$ cat src/rtl/brx_pkg.sv
// Shared types and constants for the block transfer receiver.
// No dependencies; compile this file first.
package brx_pkg;

    typedef enum logic [2:0] {
        PH_IDLE = 3'd0,
        PH_LEN  = 3'd1,
        PH_DATA = 3'd2,
        PH_SUM  = 3'd3,
        PH_EOT  = 3'd4
    } phase_t;

    typedef enum logic {
        MODE_START = 1'b0,
        MODE_BYTE  = 1'b1
    } mode_t;

    localparam logic [2:0] ST_BUSY     = 3'd0;
    localparam logic [2:0] ST_DONE     = 3'd1;
    localparam logic [2:0] ST_SUM_ERR  = 3'd2;
    localparam logic [2:0] ST_LEN_ERR  = 3'd3;
    localparam logic [2:0] ST_EOT_ERR  = 3'd4;

    localparam logic [7:0] CHR_EOT = 8'h04;

    typedef struct packed {
        logic       send_ack;
        logic       data_valid;
        logic [7:0] payload_byte;
        logic       block_commit;
        logic [2:0] status;
        logic [7:0] sent_sum;
        logic [7:0] computed_sum;
    } result_t;

endpackage

$ cat src/rtl/brx_item_if.sv
// Input channel of the block transfer receiver: valid/ready plus one request.
// Depends on nothing.
interface brx_item_if;
    logic       valid;
    logic       ready;
    logic       mode;
    logic [7:0] rx_byte;

    modport source (output valid, output mode, output rx_byte, input ready);
    modport sink   (input valid, input mode, input rx_byte, output ready);
endinterface

$ cat src/rtl/brx_result_if.sv
// Result channel of the block transfer receiver: valid/ready plus result fields.
// Depends on nothing.
interface brx_result_if;
    logic       valid;
    logic       ready;
    logic       send_ack;
    logic       data_valid;
    logic [7:0] payload_byte;
    logic       block_commit;
    logic [2:0] status;
    logic [7:0] sent_sum;
    logic [7:0] computed_sum;

    modport source (output valid, output send_ack, output data_valid, output payload_byte,
                    output block_commit, output status, output sent_sum,
                    output computed_sum, input ready);
    modport sink   (input valid, input send_ack, input data_valid, input payload_byte,
                    input block_commit, input status, input sent_sum,
                    input computed_sum, output ready);
endinterface

$ cat src/rtl/block_transfer_receiver_unit.sv
// Top level of the block transfer receiver (length/data/checksum blocks, ACK/EOT).
// Depends on brx_pkg, brx_item_if and brx_result_if.
//
// Usage:
//   item   : requests in. mode 0 starts a transfer, mode 1 carries one received byte.
//   result : at most one result per request; bytes that arrive while idle give none.
//   cfg_wr_en/cfg_wr_data : write expected_size (total payload bytes); write only
//            while no request is in flight.
// Result path: the result of an accepted request is registered in the output register,
//   or in the skid register while the output register is stalled.
// Throughput: one request per cycle while item.ready is high. The phase and counter
//   update is a single pass through one 33-bit add and compare; a full skid register stops requests.
// Stall: a result that cannot leave is held in the output register; one more
//   result fits in a skid register, after which item.ready drops until the
//   output register drains.
// Reset: rst_n clears the phase to idle, all counters, expected_size and the
//   valid flags of both result registers; item.ready is high right after reset.
module block_transfer_receiver_unit (
    input  logic         clk,
    input  logic         rst_n,
    input  logic         cfg_wr_en,
    input  logic [31:0]  cfg_wr_data,
    brx_item_if.sink     item,
    brx_result_if.source result
);

    brx_pkg::phase_t  phase_reg, phase_next;
    logic [31:0]      expected_size_reg;
    logic [31:0]      received_total_reg, received_total_next;
    logic [7:0]       block_length_reg, block_length_next;
    logic [7:0]       bytes_left_reg, bytes_left_next;
    logic [7:0]       running_sum_reg, running_sum_next;

    brx_pkg::result_t res_next;
    logic             res_has;
    logic             out_valid_reg;
    brx_pkg::result_t out_data_reg;
    logic             skid_valid_reg;
    brx_pkg::result_t skid_data_reg;

    logic             accept;
    logic             out_fire;
    logic [32:0]      total_sum;
    logic             checksum_ok;

    assign item.ready  = ~skid_valid_reg;
    assign accept      = item.valid & item.ready;
    assign out_fire    = out_valid_reg & result.ready;
    assign total_sum   = {1'b0, received_total_reg} + {25'd0, block_length_reg};
    assign checksum_ok = (item.rx_byte == running_sum_reg);

    // Next state and counters
    always_comb
    begin
        phase_next          = phase_reg;
        received_total_next = received_total_reg;
        block_length_next   = block_length_reg;
        bytes_left_next     = bytes_left_reg;
        running_sum_next    = running_sum_reg;
        if (item.mode == brx_pkg::MODE_START)
        begin
            received_total_next = '0;
            block_length_next   = '0;
            bytes_left_next     = '0;
            running_sum_next    = '0;
            phase_next = (expected_size_reg == '0) ? brx_pkg::PH_EOT : brx_pkg::PH_LEN;
        end
        else
        begin
            unique case (phase_reg)
                brx_pkg::PH_LEN:
                begin
                    block_length_next = item.rx_byte;
                    bytes_left_next   = item.rx_byte;
                    running_sum_next  = '0;
                    phase_next = (item.rx_byte == '0) ? brx_pkg::PH_SUM : brx_pkg::PH_DATA;
                end
                brx_pkg::PH_DATA:
                begin
                    running_sum_next = running_sum_reg + item.rx_byte;
                    bytes_left_next  = bytes_left_reg - 8'd1;
                    if (bytes_left_reg == 8'd1)
                    begin
                        phase_next = brx_pkg::PH_SUM;
                    end
                end
                brx_pkg::PH_SUM:
                begin
                    if (!checksum_ok || total_sum > {1'b0, expected_size_reg})
                    begin
                        phase_next = brx_pkg::PH_IDLE;
                    end
                    else
                    begin
                        received_total_next = total_sum[31:0];
                        phase_next = (total_sum[31:0] == expected_size_reg) ?
                                     brx_pkg::PH_EOT : brx_pkg::PH_LEN;
                    end
                end
                brx_pkg::PH_EOT:
                begin
                    phase_next = brx_pkg::PH_IDLE;
                end
                default:
                begin
                    phase_next = brx_pkg::PH_IDLE;
                end
            endcase
        end
    end

    // Result of the current request
    always_comb
    begin
        res_next = '0;
        res_has  = 1'b1;
        if (item.mode == brx_pkg::MODE_START)
        begin
            res_next.send_ack = 1'b1;
        end
        else
        begin
            unique case (phase_reg)
                brx_pkg::PH_LEN:
                begin
                    res_next.status = brx_pkg::ST_BUSY;
                end
                brx_pkg::PH_DATA:
                begin
                    res_next.data_valid   = 1'b1;
                    res_next.payload_byte = item.rx_byte;
                end
                brx_pkg::PH_SUM:
                begin
                    if (!checksum_ok)
                    begin
                        res_next.status       = brx_pkg::ST_SUM_ERR;
                        res_next.sent_sum     = item.rx_byte;
                        res_next.computed_sum = running_sum_reg;
                    end
                    else
                    begin
                        res_next.block_commit = 1'b1;
                        if (total_sum > {1'b0, expected_size_reg})
                        begin
                            res_next.status = brx_pkg::ST_LEN_ERR;
                        end
                        else
                        begin
                            res_next.send_ack = 1'b1;
                        end
                    end
                end
                brx_pkg::PH_EOT:
                begin
                    if (item.rx_byte == brx_pkg::CHR_EOT)
                    begin
                        res_next.send_ack = 1'b1;
                        res_next.status   = brx_pkg::ST_DONE;
                    end
                    else
                    begin
                        res_next.status = brx_pkg::ST_EOT_ERR;
                    end
                end
                default:
                begin
                    // drop bytes while idle
                    res_has = 1'b0;
                end
            endcase
        end
    end

    always_ff @(posedge clk or negedge rst_n)
    begin
        if (!rst_n)
        begin
            expected_size_reg  <= '0;
            phase_reg          <= brx_pkg::PH_IDLE;
            received_total_reg <= '0;
            block_length_reg   <= '0;
            bytes_left_reg     <= '0;
            running_sum_reg    <= '0;
        end
        else
        begin
            if (cfg_wr_en)
            begin
                expected_size_reg <= cfg_wr_data;
            end
            if (accept)
            begin
                phase_reg          <= phase_next;
                received_total_reg <= received_total_next;
                block_length_reg   <= block_length_next;
                bytes_left_reg     <= bytes_left_next;
                running_sum_reg    <= running_sum_next;
            end
        end
    end

    // Output register with one skid entry behind it
    always_ff @(posedge clk or negedge rst_n)
    begin
        if (!rst_n)
        begin
            out_valid_reg  <= 1'b0;
            skid_valid_reg <= 1'b0;
        end
        else if (skid_valid_reg)
        begin
            if (out_fire)
            begin
                out_valid_reg  <= 1'b1;
                skid_valid_reg <= 1'b0;
            end
        end
        else if (!out_valid_reg || out_fire)
        begin
            out_valid_reg <= accept & res_has;
        end
        else if (accept && res_has)
        begin
            skid_valid_reg <= 1'b1;
        end
    end

    always_ff @(posedge clk)
    begin
        if (skid_valid_reg)
        begin
            if (out_fire)
            begin
                out_data_reg <= skid_data_reg;
            end
        end
        else if (!out_valid_reg || out_fire)
        begin
            out_data_reg <= res_next;
        end
        else
        begin
            skid_data_reg <= res_next;
        end
    end

    assign result.valid        = out_valid_reg;
    assign result.send_ack     = out_data_reg.send_ack;
    assign result.data_valid   = out_data_reg.data_valid;
    assign result.payload_byte = out_data_reg.payload_byte;
    assign result.block_commit = out_data_reg.block_commit;
    assign result.status       = out_data_reg.status;
    assign result.sent_sum     = out_data_reg.sent_sum;
    assign result.computed_sum = out_data_reg.computed_sum;

endmodule
$ cat src/flat_wrapper.sv
// flat-port wrapper written by rule: the top's interface ports become plain ports
module block_transfer_receiver_unit_flat 
  (clk, rst_n, cfg_wr_en, cfg_wr_data, item_valid, item_mode, item_rx_byte, item_ready, result_valid, result_send_ack, result_data_valid, result_payload_byte, result_block_commit, result_status, result_sent_sum, result_computed_sum, result_ready);
  brx_item_if item_i ();
  brx_result_if result_i ();
  input  logic clk;
  input  logic rst_n;
  input  logic cfg_wr_en;
  input  logic [31:0] cfg_wr_data;
  input wire logic [$bits(item_i.valid)-1:0] item_valid;
  input wire logic [$bits(item_i.mode)-1:0] item_mode;
  input wire logic [$bits(item_i.rx_byte)-1:0] item_rx_byte;
  output wire logic [$bits(item_i.ready)-1:0] item_ready;
  output wire logic [$bits(result_i.valid)-1:0] result_valid;
  output wire logic [$bits(result_i.send_ack)-1:0] result_send_ack;
  output wire logic [$bits(result_i.data_valid)-1:0] result_data_valid;
  output wire logic [$bits(result_i.payload_byte)-1:0] result_payload_byte;
  output wire logic [$bits(result_i.block_commit)-1:0] result_block_commit;
  output wire logic [$bits(result_i.status)-1:0] result_status;
  output wire logic [$bits(result_i.sent_sum)-1:0] result_sent_sum;
  output wire logic [$bits(result_i.computed_sum)-1:0] result_computed_sum;
  input wire logic [$bits(result_i.ready)-1:0] result_ready;
  assign item_i.valid = item_valid;
  assign item_i.mode = item_mode;
  assign item_i.rx_byte = item_rx_byte;
  assign item_ready = item_i.ready;
  assign result_valid = result_i.valid;
  assign result_send_ack = result_i.send_ack;
  assign result_data_valid = result_i.data_valid;
  assign result_payload_byte = result_i.payload_byte;
  assign result_block_commit = result_i.block_commit;
  assign result_status = result_i.status;
  assign result_sent_sum = result_i.sent_sum;
  assign result_computed_sum = result_i.computed_sum;
  assign result_i.ready = result_ready;
  block_transfer_receiver_unit u_core (.clk(clk), .rst_n(rst_n), .cfg_wr_en(cfg_wr_en), .cfg_wr_data(cfg_wr_data), .item(item_i), .result(result_i));
endmodule
$ cat config.mk
export PLATFORM = sky130hd
export DESIGN_NAME = block_transfer_receiver_unit_flat
export DESIGN_NICKNAME = d
export VERILOG_FILES = /design/src/rtl/brx_pkg.sv /design/src/rtl/brx_item_if.sv /design/src/rtl/brx_result_if.sv /design/src/rtl/block_transfer_receiver_unit.sv /design/src/flat_wrapper.sv
export SDC_FILE = /design/constraint.sdc
export NUM_CORES = 1
export LEC_CHECK = 0
export BUFFER_PORTS_ARGS = -buffer_cell sky130_fd_sc_hd__buf_2
export CAP_MARGIN = 20
export CORE_MARGIN = 2
export CORE_UTILIZATION = 60
export DETAILED_ROUTE_END_ITERATION = 10
export GPL_TIMING_DRIVEN = 0
export PLACE_DENSITY = 0.8
export SLEW_MARGIN = 20
export SYNTH_ARGS = -nofsm -noshare
export SYNTH_HDL_FRONTEND = slang
export SYNTH_SLANG_ARGS = --single-unit
export TNS_END_PERCENT = 10
$ cat constraint.sdc
create_clock -name clk -period 8.35 [get_ports clk]
set_input_delay 0.4175 -clock clk [delete_from_list [all_inputs] [get_ports clk]]
set_output_delay 0.4175 -clock clk [all_outputs]
set_load 0.1 [all_outputs]
==> results of run 1 <==
## power by group through the flow
stage / Clock [mW] / Combinational (mW) / Sequential (mW)
floorplan: 0 / 0.455 / 1.54
global placement: 0 / 1.11 / 1.09
detailed placement: 0 / 1.16 / 1.09
CTS: 0.785 / 1.17 / 1.08
global route: 0.821 / 1.25 / 1.10
finish: 0.784 / 1.17 / 1.08
## synth_stat cells, types with 2 or more instances
cell type  number  area (sq um)
inv_1          57         214.0
nand2_1       121         454.2
o21ai_0        72         360.4
buf_4           2         15.01
and4_1          7         61.31
a21oi_1        43         215.2
and2_1         11         68.82
nand4_1        14         87.58
and3_1         12         75.07
o22a_1          2         17.52
nand3_1        21         105.1
buf_2           5         25.02
nor4_4          2         42.54
mux2_2         23         259.0
nand3b_1        2         15.01
or3_1          11         68.82
fa_1            2         40.04
nand2b_1        5         31.28
o2111ai_4       2         52.55
o211ai_1        3         22.52
nor2b_1         7         43.79
o21ai_1         8         40.04
o31ai_1        11         82.58
or2_2           2         12.51
a211oi_1        3         22.52
dfrtp_1        93          2327
nor3b_1         2         15.01
edfxtp_1       60          1802
ha_1           49         613.1
nor2_1         35         131.4
nor4_1         13         81.33
mux2i_1         7         70.07
a21o_1          7         52.55
clkbuf_1       21         78.83
o21a_1          4         30.03
nor3_1         16         80.08
o31a_1          2         17.52
a22o_1         20         175.2
o21bai_1        3         22.52
xnor2_1        22         192.7
xor2_1         12         105.1
o211a_1         2         20.02
## layout make-up
| cell class | instances | share of cell area, % |
|---|---|---|
| sequential | 153 | 42.17 |
| multi-input combinational | 599 | 41.05 |
| inverter | 57 | 2.185 |
| timing repair buffer | 80 | 4.780 |
| buffer | 31 | 1.419 |
| tap | 180 | 2.300 |
| clock buffer | 20 | 4.780 |
| clock inverter | 12 | 1.316 |
## per-layer routing
layer  up-vias  track usage (%)  part of all wire [%]
li1       3223                -                     -
met1      3374            42.62                    45
met2       310            46.34                    46
met3        37            7.288                   7.8
met4         0            8.693                   1.6
met5         -                0                     0
## final timing paths
| kind | startpoint | end | depth (start not counted) |
|---|---|---|---|
| setup / recovery | u_core.block_length_reg[6]$_DFFE_PN0P_ | u_core.received_total_reg[29]$_DFFE_PN0P_ | 18 |
| hold / removal | cfg_wr_data[20] | u_core.expected_size_reg[20]$_DFFE_PN0P_ | 3 |
| setup reg to reg | u_core.block_length_reg[6]$_DFFE_PN0P_ | u_core.received_total_reg[29]$_DFFE_PN0P_ | 18 |
| hold reg to reg | u_core.block_length_reg[3]$_DFFE_PN0P_ | u_core.block_length_reg[3]$_DFFE_PN0P_ | 2 |
| max in group asynchronous | rst_n | u_core.received_total_reg[29]$_DFFE_PN0P_ | 3 |
| min in group asynchronous | rst_n | u_core.received_total_reg[9]$_DFFE_PN0P_ | 2 |
## kinds of logic (layout without fill, tap and decap cells)
logic type / Yosys count / count (layout) / synth area share (%)
and+or+nand+nor: 285 / 285 / 16.61
muxes: 30 / 30 / 3.879
AOI/OAI and AO/OA: 199 / 199 / 15.48
buffers and inverters: 88 / 200 / 4.159
adders and majority gates: 51 / 51 / 7.698
xor gates and xnor gates: 34 / 34 / 3.510
DFF: 153 / 153 / 48.67
## worst min-delay path, stage by stage
cell     delay (ps)
buf_2            70
nand2_1          40
o21ai_0          60
## stage by stage
stage	hold slack, ps	power (mW)	cell area (sq um)
after CTS	179.3	3.034	9791
final	185.0	3.037	9791
after floorplan	121.9	1.991	8484
after detailed placement	368.7	2.254	9184
after global placement	477.3	2.194	9080
after global routing	189.1	3.167	9791
## repair_timing
item,CTS,global route
resized for setup,0,0
hold endpoints to repair,43,0
buffers inserted,0,0
hold buffers,1,0
==> impl_metrics.env, run 1 <==
export IMPL_syn_area_sq_um=8484
export IMPL_cp_data_arrival_time_ps=5410
export IMPL_status="finished clean"
export IMPL_fin_cells=1132
export IMPL_avgRoutedWirePerCell_microns=18.75
export IMPL_post_route_util_pct=70.81
export IMPL_drt_iter0_markers=637
export IMPL_grt_max_degree=51
export IMPL_slew_headroom_pct=41.29
export IMPL_cts_sinks=153
export IMPL_nFillCells=997
export IMPL_synth_seq_area_share_pct=48.67
export IMPL_num_io_pins=78
export IMPL_dp_final_hpwl_microns=15410
export IMPL_wl_microns=21230
export IMPL_overflow=0
export IMPL_die_h_microns=122.9
export IMPL_fp_row_count=43
export IMPL_core_sq_um=13830
export IMPL_ys_flop_type="dfrtp_1"
export IMPL_path_cells="ha_1 -> o21ai_1 -> a211oi_2 -> nand2_1 -> a31oi_1 -> nand4_1 -> nor2_1 -> xor2_1 -> ha_1 -> nand3_1 -> o22ai_1 -> o21a_1 -> o21ai_1 -> o2111ai_4 -> a21oi_4 -> buf_2 -> nand3_1 -> mux2i_1"
export IMPL_cts_inserted_buffers=17
export IMPL_required_ps=8710
export IMPL_synth_nets=937
export IMPL_seqPwrFrac_pct=35.5
export IMPL_yosys_cell_types_count=66
export IMPL_peakVddDrop_uv=220.7
export IMPL_cap_violations=0
export IMPL_cp_end_kind="flip-flop"
export IMPL_clock_latency_ps=440
export IMPL_final_setup_viol_count=0
export IMPL_power_switching_mw=1.321
export IMPL_clockBufferDepth=2
export IMPL_maxSlewViolCount=0
export IMPL_crit_fanout=10
export IMPL_multi_input_area_sq_um=4019
export IMPL_die_area_sq_um=15110
export IMPL_dp_cells=1099
export IMPL_htreeDepth=4
export IMPL_setup_ws_ps=3299
export IMPL_worst_slew_pin_transition_ps=872.6
export IMPL_routabilityCongestion=0.9192
export IMPL_clk_pin_slew_ps=70
export IMPL_layout_commonest_cell="nand2_1"
export IMPL_fin_skew_ps=10.80
export IMPL_n_antenna_cell=0
export IMPL_ys_warn_count=0
export IMPL_fp_dieW_microns=122.9
export IMPL_hold_viol=0
export IMPL_rsz0062_at_grt="no"
export IMPL_p_leak_nw=4.392
export IMPL_worstSetupStartpointType="flip-flop"
export IMPL_regArea_sq_um=4129
export IMPL_async_reset_ff_share_pct=60.78
export IMPL_slowest_stage="a31oi_1"
export IMPL_grt_pass1_wl_microns=34300
export IMPL_r2r_slack_ps=3300
export IMPL_synth_seq_cells=153
export IMPL_final_cell_mix="nand2_1, dfrtp_1, buf_2"
export IMPL_drive_above_1_share_pct=16.49
export IMPL_synth_edff_count=60
export IMPL_min_period_over_period_pct=60.49
export IMPL_max_freq_ghz=0.1980
export IMPL_initial_core_util_pct=61.36
export IMPL_drtAntennaViolNets=0
export IMPL_setup_tns_ps=0
export IMPL_crit_family="compound AO/OA/AOI/OAI gates"
export IMPL_hold_path_class="input pin to flip-flop"
export IMPL_cts_tree="done"
export IMPL_post_place_ws_ps=3471
export IMPL_period_minus_slack_ps=5051
export IMPL_p_comb_share_pct=38.7
export IMPL_drt_vias_per_instance=6.134
export IMPL_drcViolationCount=0
export IMPL_powerDensity_nw_per_um2=310.2
export IMPL_grt_pass1_vias=6710
export IMPL_antenna_found_initial=0
export IMPL_cts_root_buf="clkbuf_16"
export IMPL_criticalPathCategory="flip-flop to flip-flop"
export IMPL_power_internal_mw=1.716
export IMPL_clock_power_share_pct=25.8
export IMPL_fin_nets=1036
export IMPL_syn_avg_cell_area_sq_um=10.10
export IMPL_port_buffers=74
export IMPL_p_sw_share_pct=43.50
export IMPL_num_vias=6944
export IMPL_synth_cells=840
export IMPL_grtUsageTotal_pct=30.08
export IMPL_worst_path_largest_cell_delay_ps=460
export IMPL_syn_to_final_growth_pct=15.40
export IMPL_drtPass1Iterations=5
export IMPL_worst_path_buf_inv=1
Note: power is estimated with default switching activity, not from simulation.
==> inputs of run 2 (changes only) <==
- CORE_UTILIZATION: 60 -> 54
- PLACE_DENSITY: 0.8 -> 0.76
- clock period: 8.35 -> 4.2 ns (I/O delays scaled with it)
==> run 2 against run 1 <==
  * The run now ends with negative hold slack, negative setup slack left
  * First-iteration DRC count is 7.5% lower
  * Wire length is 4.7% higher
  * Via count increased by 3.7%
  * Final area increased by 8.9%
  * Total power up 100%
  * Worst hold slack lost 190 ps
  * Die area grew 11%
  * Non-clock buffer count up 58
  * Clock-buffer cell count decreased by 2
  * Flip-flop and latch count is the same
==> impl_metrics.env, run 2 (synthesis gave the netlist of run 1 again) <==
export IMPL_power_mw=6.077
export IMPL_rsz0062_at_grt="yes"
export IMPL_period_minus_slack_ps=4459
export IMPL_grtUsageTotal_pct=26.70
export IMPL_worstSetupStartpointType="flip-flop"
export IMPL_die_area_sq_um=16730
export IMPL_grt_max_degree=57
export IMPL_post_route_util_pct=69.86
export IMPL_maxSlewViolCount=0
export IMPL_avgRoutedWirePerCell_microns=18.21
export IMPL_min_period_over_period_pct=106.2
export IMPL_setup_ws_ps=-259.4
export IMPL_drt_vias_per_instance=5.899
export IMPL_crit_path_end="u_core.result.send_ack$_DFFE_PP_"
export IMPL_crit_fanout=6
export IMPL_hold_viol=1
export IMPL_r2r_end="u_core.result.send_ack$_DFFE_PP_"
export IMPL_cts_root_buf="clkbuf_16"
export IMPL_layout_commonest_cell="nand2_1"
export IMPL_drtPass1Iterations=6
export IMPL_max_freq_ghz=0.2242
export IMPL_slew_headroom_pct=55.48
export IMPL_required_ps=4390
export IMPL_routabilityCongestion=0.9115
export IMPL_r2r_slack_ps=-260
export IMPL_initial_core_util_pct=55.60
export IMPL_powerDensity_nw_per_um2=570.1
export IMPL_cts_tree="done"
export IMPL_drt_iter0_markers=589
export IMPL_fp_row_count=45
export IMPL_worst_slew_pin_transition_ps=667.9
export IMPL_antenna_found_initial=0
export IMPL_cp_data_arrival_time_ps=4650
export IMPL_final_cell_mix="nand2_1, dfrtp_1, buf_2"
export IMPL_clockBufferDepth=2
export IMPL_nFillCells=1093
export IMPL_cts_inserted_buffers=17
export IMPL_drcViolationCount=0
export IMPL_r2r_start="u_core.block_length_reg[0]$_DFFE_PN0P_"
export IMPL_hold_path_class="input pin to flip-flop"
export IMPL_fp_dieW_microns=129.3
export IMPL_violations="negative hold slack, negative setup slack"
export IMPL_core_sq_um=15260
export IMPL_final_setup_viol_count=36
export IMPL_ff2ff_path_depth=21
export IMPL_wl_microns=22240
export IMPL_grt_pass1_vias=6856
export IMPL_dp_final_hpwl_microns=14690
export IMPL_drtAntennaViolNets=0
export IMPL_cp_end_kind="flip-flop"
export IMPL_fin_nets=1094
export IMPL_fin_skew_ps=8.634
export IMPL_post_place_ws_ps=-609.0
export IMPL_num_io_pins=78
export IMPL_status="finished with violations"
export IMPL_p_leak_nw=4.724
export IMPL_htreeDepth=4
export IMPL_die_h_microns=129.3
export IMPL_overflow=0
export IMPL_clk_pin_slew_ps=70
export IMPL_num_vias=7203
export IMPL_n_antenna_cell=0
export IMPL_syn_to_final_growth_pct=25.64
export IMPL_cts_sinks=153
export IMPL_clock_latency_ps=440
export IMPL_drive_above_1_share_pct=23.27
export IMPL_worst_hold_slack_ps=-0.2241
export IMPL_port_buffers=74
export IMPL_criticalPathCategory="flip-flop to flip-flop"
export IMPL_grt_pass1_wl_microns=34180
export IMPL_peakVddDrop_uv=387.1
export IMPL_cap_violations=0
export IMPL_critPathLaunch="u_core.block_length_reg[0]$_DFFE_PN0P_"
run 2: how the worst min path moves through the flow:
stage,start,cells past startpoint,to,slack (ps)
after global placement,cfg_wr_data[27],3,u_core.expected_size_reg[27]$_DFFE_PN0P_,420
after global routing,cfg_wr_data[1],3,u_core.expected_size_reg[1]$_DFFE_PN0P_,20
after detailed placement,rst_n,1,u_core.expected_size_reg[21]$_DFFE_PN0P_,130
final,cfg_wr_data[4],3,u_core.expected_size_reg[4]$_DFFE_PN0P_,-0.2
after CTS,cfg_wr_data[4],3,u_core.expected_size_reg[4]$_DFFE_PN0P_,0.06
after floorplan,rst_n,0,u_core.block_length_reg[0]$_DFFE_PN0P_,-90
run 2: cell type report:
type,instances,area (sq um),area share [%]
inverters,57,214.0,2.007
flip-flops and latches,153,4129,38.73
clock inverters,14,157.7,1.479
multi-input cells,599,4337,40.68
well taps,211,264.0,2.477
repair buffers,138,968.4,9.085
clock buffers,18,429.2,4.026
plain buffers,31,161.4,1.514
run 2: metal layers:
metal | track usage (%) | routed length, microns
met1 | 36.67 | 9486
met2 | 43.37 | 10910
met3 | 5.574 | 1476
met4 | 7.417 | 361
met5 | 0 | 0
run 2: through the flow:
step / instance area [sq um] / hold WS [ps] / TNS [ps] / cells
6_report: 10660 / -0.2241 / -3672 / 1221
5_1_grt: 10660 / 17.58 / -9059 / 1221
4_1_cts: 10370 / 0.06148 / -307.5 / 1204
3_5_place_dp: 9219 / 134.9 / -18500 / 1130
3_3_place_gp: 9119 / 417.0 / -27470 / 1125
2_1_floorplan: 8484 / -85.59 / 0 / 840
run 2: power by group:
group / switching (mW) / total [mW] / internal [mW]
registers: 0.190 / 2.15 / 1.96
logic: 1.80 / 2.41 / 0.611
clock network: 0.682 / 1.52 / 0.842
total: 2.67 / 6.08 / 3.41
run 2: repair_timing:
item	CTS	global route
resized for setup	39	32
pin swaps	23	29
hold buffers	27	0
setup buffers	15	17
cloned	0	0
hold endpoints to repair	63	0
endpoints found under the setup margin	40	39
run 2: worst max-delay path, cell delays in order (launching register included):
cell and delay, ps:
dfrtp_1 390, ha_4 150, inv_2 30, fa_2 340, nor2b_2 160, o31a_1 200
o21ai_2 90, a21boi_2 180, o31a_1 230, buf_4 150, nand3_4 80, xnor2_2 160
ha_1 300, nand4_1 220, nor3_2 230, o21ai_1 130, o211a_1 180, o2111ai_4 320
a21o_1 200, buf_6 110, nand3_4 70, mux2_4 280
==> inputs of run 3 (changes only) <==
- ABC_AREA: not set -> 1
- CORE_UTILIZATION: 54 -> 55
- PLACE_DENSITY: 0.76 -> 0.77
==> run 3 against run 2 <==
  * The flow now finishes without violations
  * Critical path depth up 4
  * Final cell count up 21%
  * Sequential power up 2%
  * Die area up 2.5%
  * Combinational power up 21%
  * Synthesized cell count up 33%
  * Utilization down 3.6 points
  * Global-route usage up 1.2 points
  * Register-to-register slack better by 460 ps
  * Synthesized area up 4.5%
  * Flip-flop and latch count unchanged
  * Critical endpoint is now u_core.received_total_reg[4]$_DFFE_PN0P_
  * Highest routed layer unchanged
==> impl_metrics.env, run 3 <==
export IMPL_overflow=0
export IMPL_peakVddDrop_uv=513.6
export IMPL_num_io_pins=78
export IMPL_fin_nets=1341
export IMPL_syn_avg_cell_area_sq_um=7.906
export IMPL_num_vias=7961
export IMPL_slowest_stage="fa_1"
export IMPL_clk_pin_slew_ps=70
export IMPL_drt_vias_per_instance=5.405
export IMPL_htreeDepth=4
export IMPL_hold_viol=0
export IMPL_maxSlewViolCount=0
export IMPL_worst_path_buf_inv=4
export IMPL_powerDensity_nw_per_um2=631.2
export IMPL_r2r_start="u_core.block_length_reg[0]$_DFFE_PN0P_"
export IMPL_grt_max_degree=53
export IMPL_grt_pass1_vias=7383
export IMPL_die_h_microns=130.9
export IMPL_drtPass1Iterations=5
export IMPL_synth_edff_count=60
export IMPL_required_ps=4580
export IMPL_drcViolationCount=0
export IMPL_crit_fanout=10
export IMPL_status="finished clean"
export IMPL_cts_sinks=153
export IMPL_cts_inserted_buffers=17
export IMPL_async_reset_ff_share_pct=60.78
export IMPL_avgRoutedWirePerCell_microns=15.50
export IMPL_drive_above_1_share_pct=12.25
export IMPL_yosysTopAreaCell="dfrtp_1"
export IMPL_hold_path_class="input pin to flip-flop"
export IMPL_cap_violations=0
export IMPL_period_minus_slack_ps=4001
export IMPL_crit_family="simple AND/OR/NAND/NOR gates"
export IMPL_clockBufferDepth=2
export IMPL_port_buffers=76
export IMPL_place_area_sq_um=9617
export IMPL_synth_most_common_cell="nand2_1"
export IMPL_syn_area_sq_um=8862
export IMPL_worst_path_most_repeated_cell="nand2_1"
export IMPL_nFillCells=1258
export IMPL_initial_core_util_pct=55.99
export IMPL_r2r_end="u_core.received_total_reg[4]$_DFFE_PN0P_"
export IMPL_drt_iter0_markers=840
export IMPL_p_leak_nw=5.324
export IMPL_fin_skew_ps=9.346
export IMPL_worst_path_largest_cell_delay_ps=410
export IMPL_synth_seq_cells=153
export IMPL_grtUsageTotal_pct=27.94
export IMPL_worstHoldPathCells=3
export IMPL_setup_ws_ps=199.0
export IMPL_slew_headroom_pct=57.72
export IMPL_post_route_util_pct=66.30
export IMPL_core_sq_um=15830
export IMPL_synthTopCellsByArea="dfrtp_1, edfxtp_1, nand2_1"
export IMPL_cp_end_kind="flip-flop"
export IMPL_yosys_top_cells_count="nand2_1, inv_1, dfrtp_1"
export IMPL_clock_latency_ps=440
export IMPL_cp_data_arrival_time_ps=4380
export IMPL_worst_hold_slack_ps=5.877
export IMPL_cts_root_buf="clkbuf_16"
export IMPL_n_antenna_cell=0
export IMPL_synth_nets=1218
export IMPL_ff2ff_path_depth=25
export IMPL_final_setup_viol_count=0
export IMPL_criticalPathCategory="flip-flop to flip-flop"
export IMPL_r2r_slack_ps=200
export IMPL_synth_top_area_share_pct=26.26
export IMPL_dp_final_hpwl_microns=16480
export IMPL_grt_pass1_wl_microns=36780
export IMPL_worst_slew_pin_transition_ps=634.2
export IMPL_yosys_cell_types_count=45
export IMPL_post_place_ws_ps=-11.81
export IMPL_synth_seq_area_share_pct=46.59
export IMPL_ys_flop_type="dfrtp_1"
export IMPL_die_area_sq_um=17140
export IMPL_max_freq_ghz=0.2499
export IMPL_antenna_found_initial=0
export IMPL_fp_dieW_microns=130.9
export IMPL_synth_cells=1121
export IMPL_drtAntennaViolNets=0
export IMPL_worstSetupStartpointType="flip-flop"
export IMPL_ys_warn_count=0
export IMPL_min_period_over_period_pct=95.26
export IMPL_routabilityCongestion=0.9304
export IMPL_syn_to_final_growth_pct=18.41
export IMPL_layout_commonest_cell="nand2_1"
export IMPL_final_cell_mix="nand2_1, inv_1, dfrtp_1"
export IMPL_whs_endpoint="u_core.expected_size_reg[30]$_DFFE_PN0P_"
export IMPL_fp_row_count=46
export IMPL_cts_tree="done"
export IMPL_design_area_sq_um=10490
export IMPL_holdCritStartpoint="cfg_wr_data[30]"
export IMPL_wl_microns=22830
[run 3: logic make-up after synthesis]
family,Yosys count,synth area share (%)
buf+inv,189,8.330
flops,153,46.59
compound gates,118,7.356
simple gates,586,27.98
fa+ha+maj,51,7.370
xor+xnor,24,2.372
[run 3: tightest hold or removal path: stages]
cell     delay (ps)
buf_2            70
nand2_1          50
o21ai_0          70
[run 3: report_power, final]
group | internal [mW] | switching, mW | leakage (nW)
Clock | 0.842 | 0.690 | 0.287
Combinational | 0.669 | 2.24 | 3.21
Sequential | 2.01 | 0.173 | 1.82
[run 3: per-layer routing]
layer	up-vias	wire length, microns	GRT usage, %
li1	3866	-	-
met3	54	1747	4.886
met2	344	10090	42.37
met5	-	0	0
met4	0	525	9.512
met1	3697	10470	40.75
[run 3: final cells by class]
class | count | area [sq um] | share of cell area [%]
Multi-Input combinational cell | 779 | 4051 | 38.61
Clock buffer | 17 | 425.4 | 4.054
Clock inverter | 15 | 157.7 | 1.502
Buffer | 33 | 160.2 | 1.526
Tap cell | 216 | 270.3 | 2.575
Sequential cell | 153 | 4129 | 39.35
Timing Repair Buffer | 104 | 714.4 | 6.808
Inverter | 156 | 585.6 | 5.580
[run 3: repair_timing]
| item | CTS | global route |
|---|---|---|
| pin swaps | 0 | 2 |
| buffers inserted | 0 | 2 |
| hold endpoints to repair | 63 | 0 |
| setup endpoints to repair | 30 | 36 |
| hold buffers | 23 | 0 |
| gates resized for setup | 1 | 11 |
[run 3: through the flow]
stage | TNS (ps) | power (mW) | cells
finish | 0 | 6.623 | 1473
global route | -78.69 | 7.001 | 1473
CTS | 0 | 6.598 | 1471
detailed placement | -100.4 | 5.053 | 1416
global placement | 0 | 4.935 | 1413
floorplan | 0 | 4.417 | 1121
[run 3: worst max path at each step]
stage / start / end / slack [ps] / cells after the start
floorplan: u_core.block_length_reg[0]$_DFFE_PN0P_ / u_core.received_total_reg[25]$_DFFE_PN0P_ / 740 / 26
global placement: u_core.block_length_reg[0]$_DFFE_PN0P_ / u_core.received_total_reg[4]$_DFFE_PN0P_ / 50 / 25
detailed placement: u_core.block_length_reg[0]$_DFFE_PN0P_ / u_core.received_total_reg[26]$_DFFE_PN0P_ / -10 / 25
CTS: u_core.block_length_reg[0]$_DFFE_PN0P_ / u_core.received_total_reg[14]$_DFFE_PN0P_ / 50 / 25
global route: u_core.block_length_reg[0]$_DFFE_PN0P_ / u_core.received_total_reg[4]$_DFFE_PN0P_ / -30 / 25
finish: u_core.block_length_reg[0]$_DFFE_PN0P_ / u_core.received_total_reg[4]$_DFFE_PN0P_ / 200 / 25
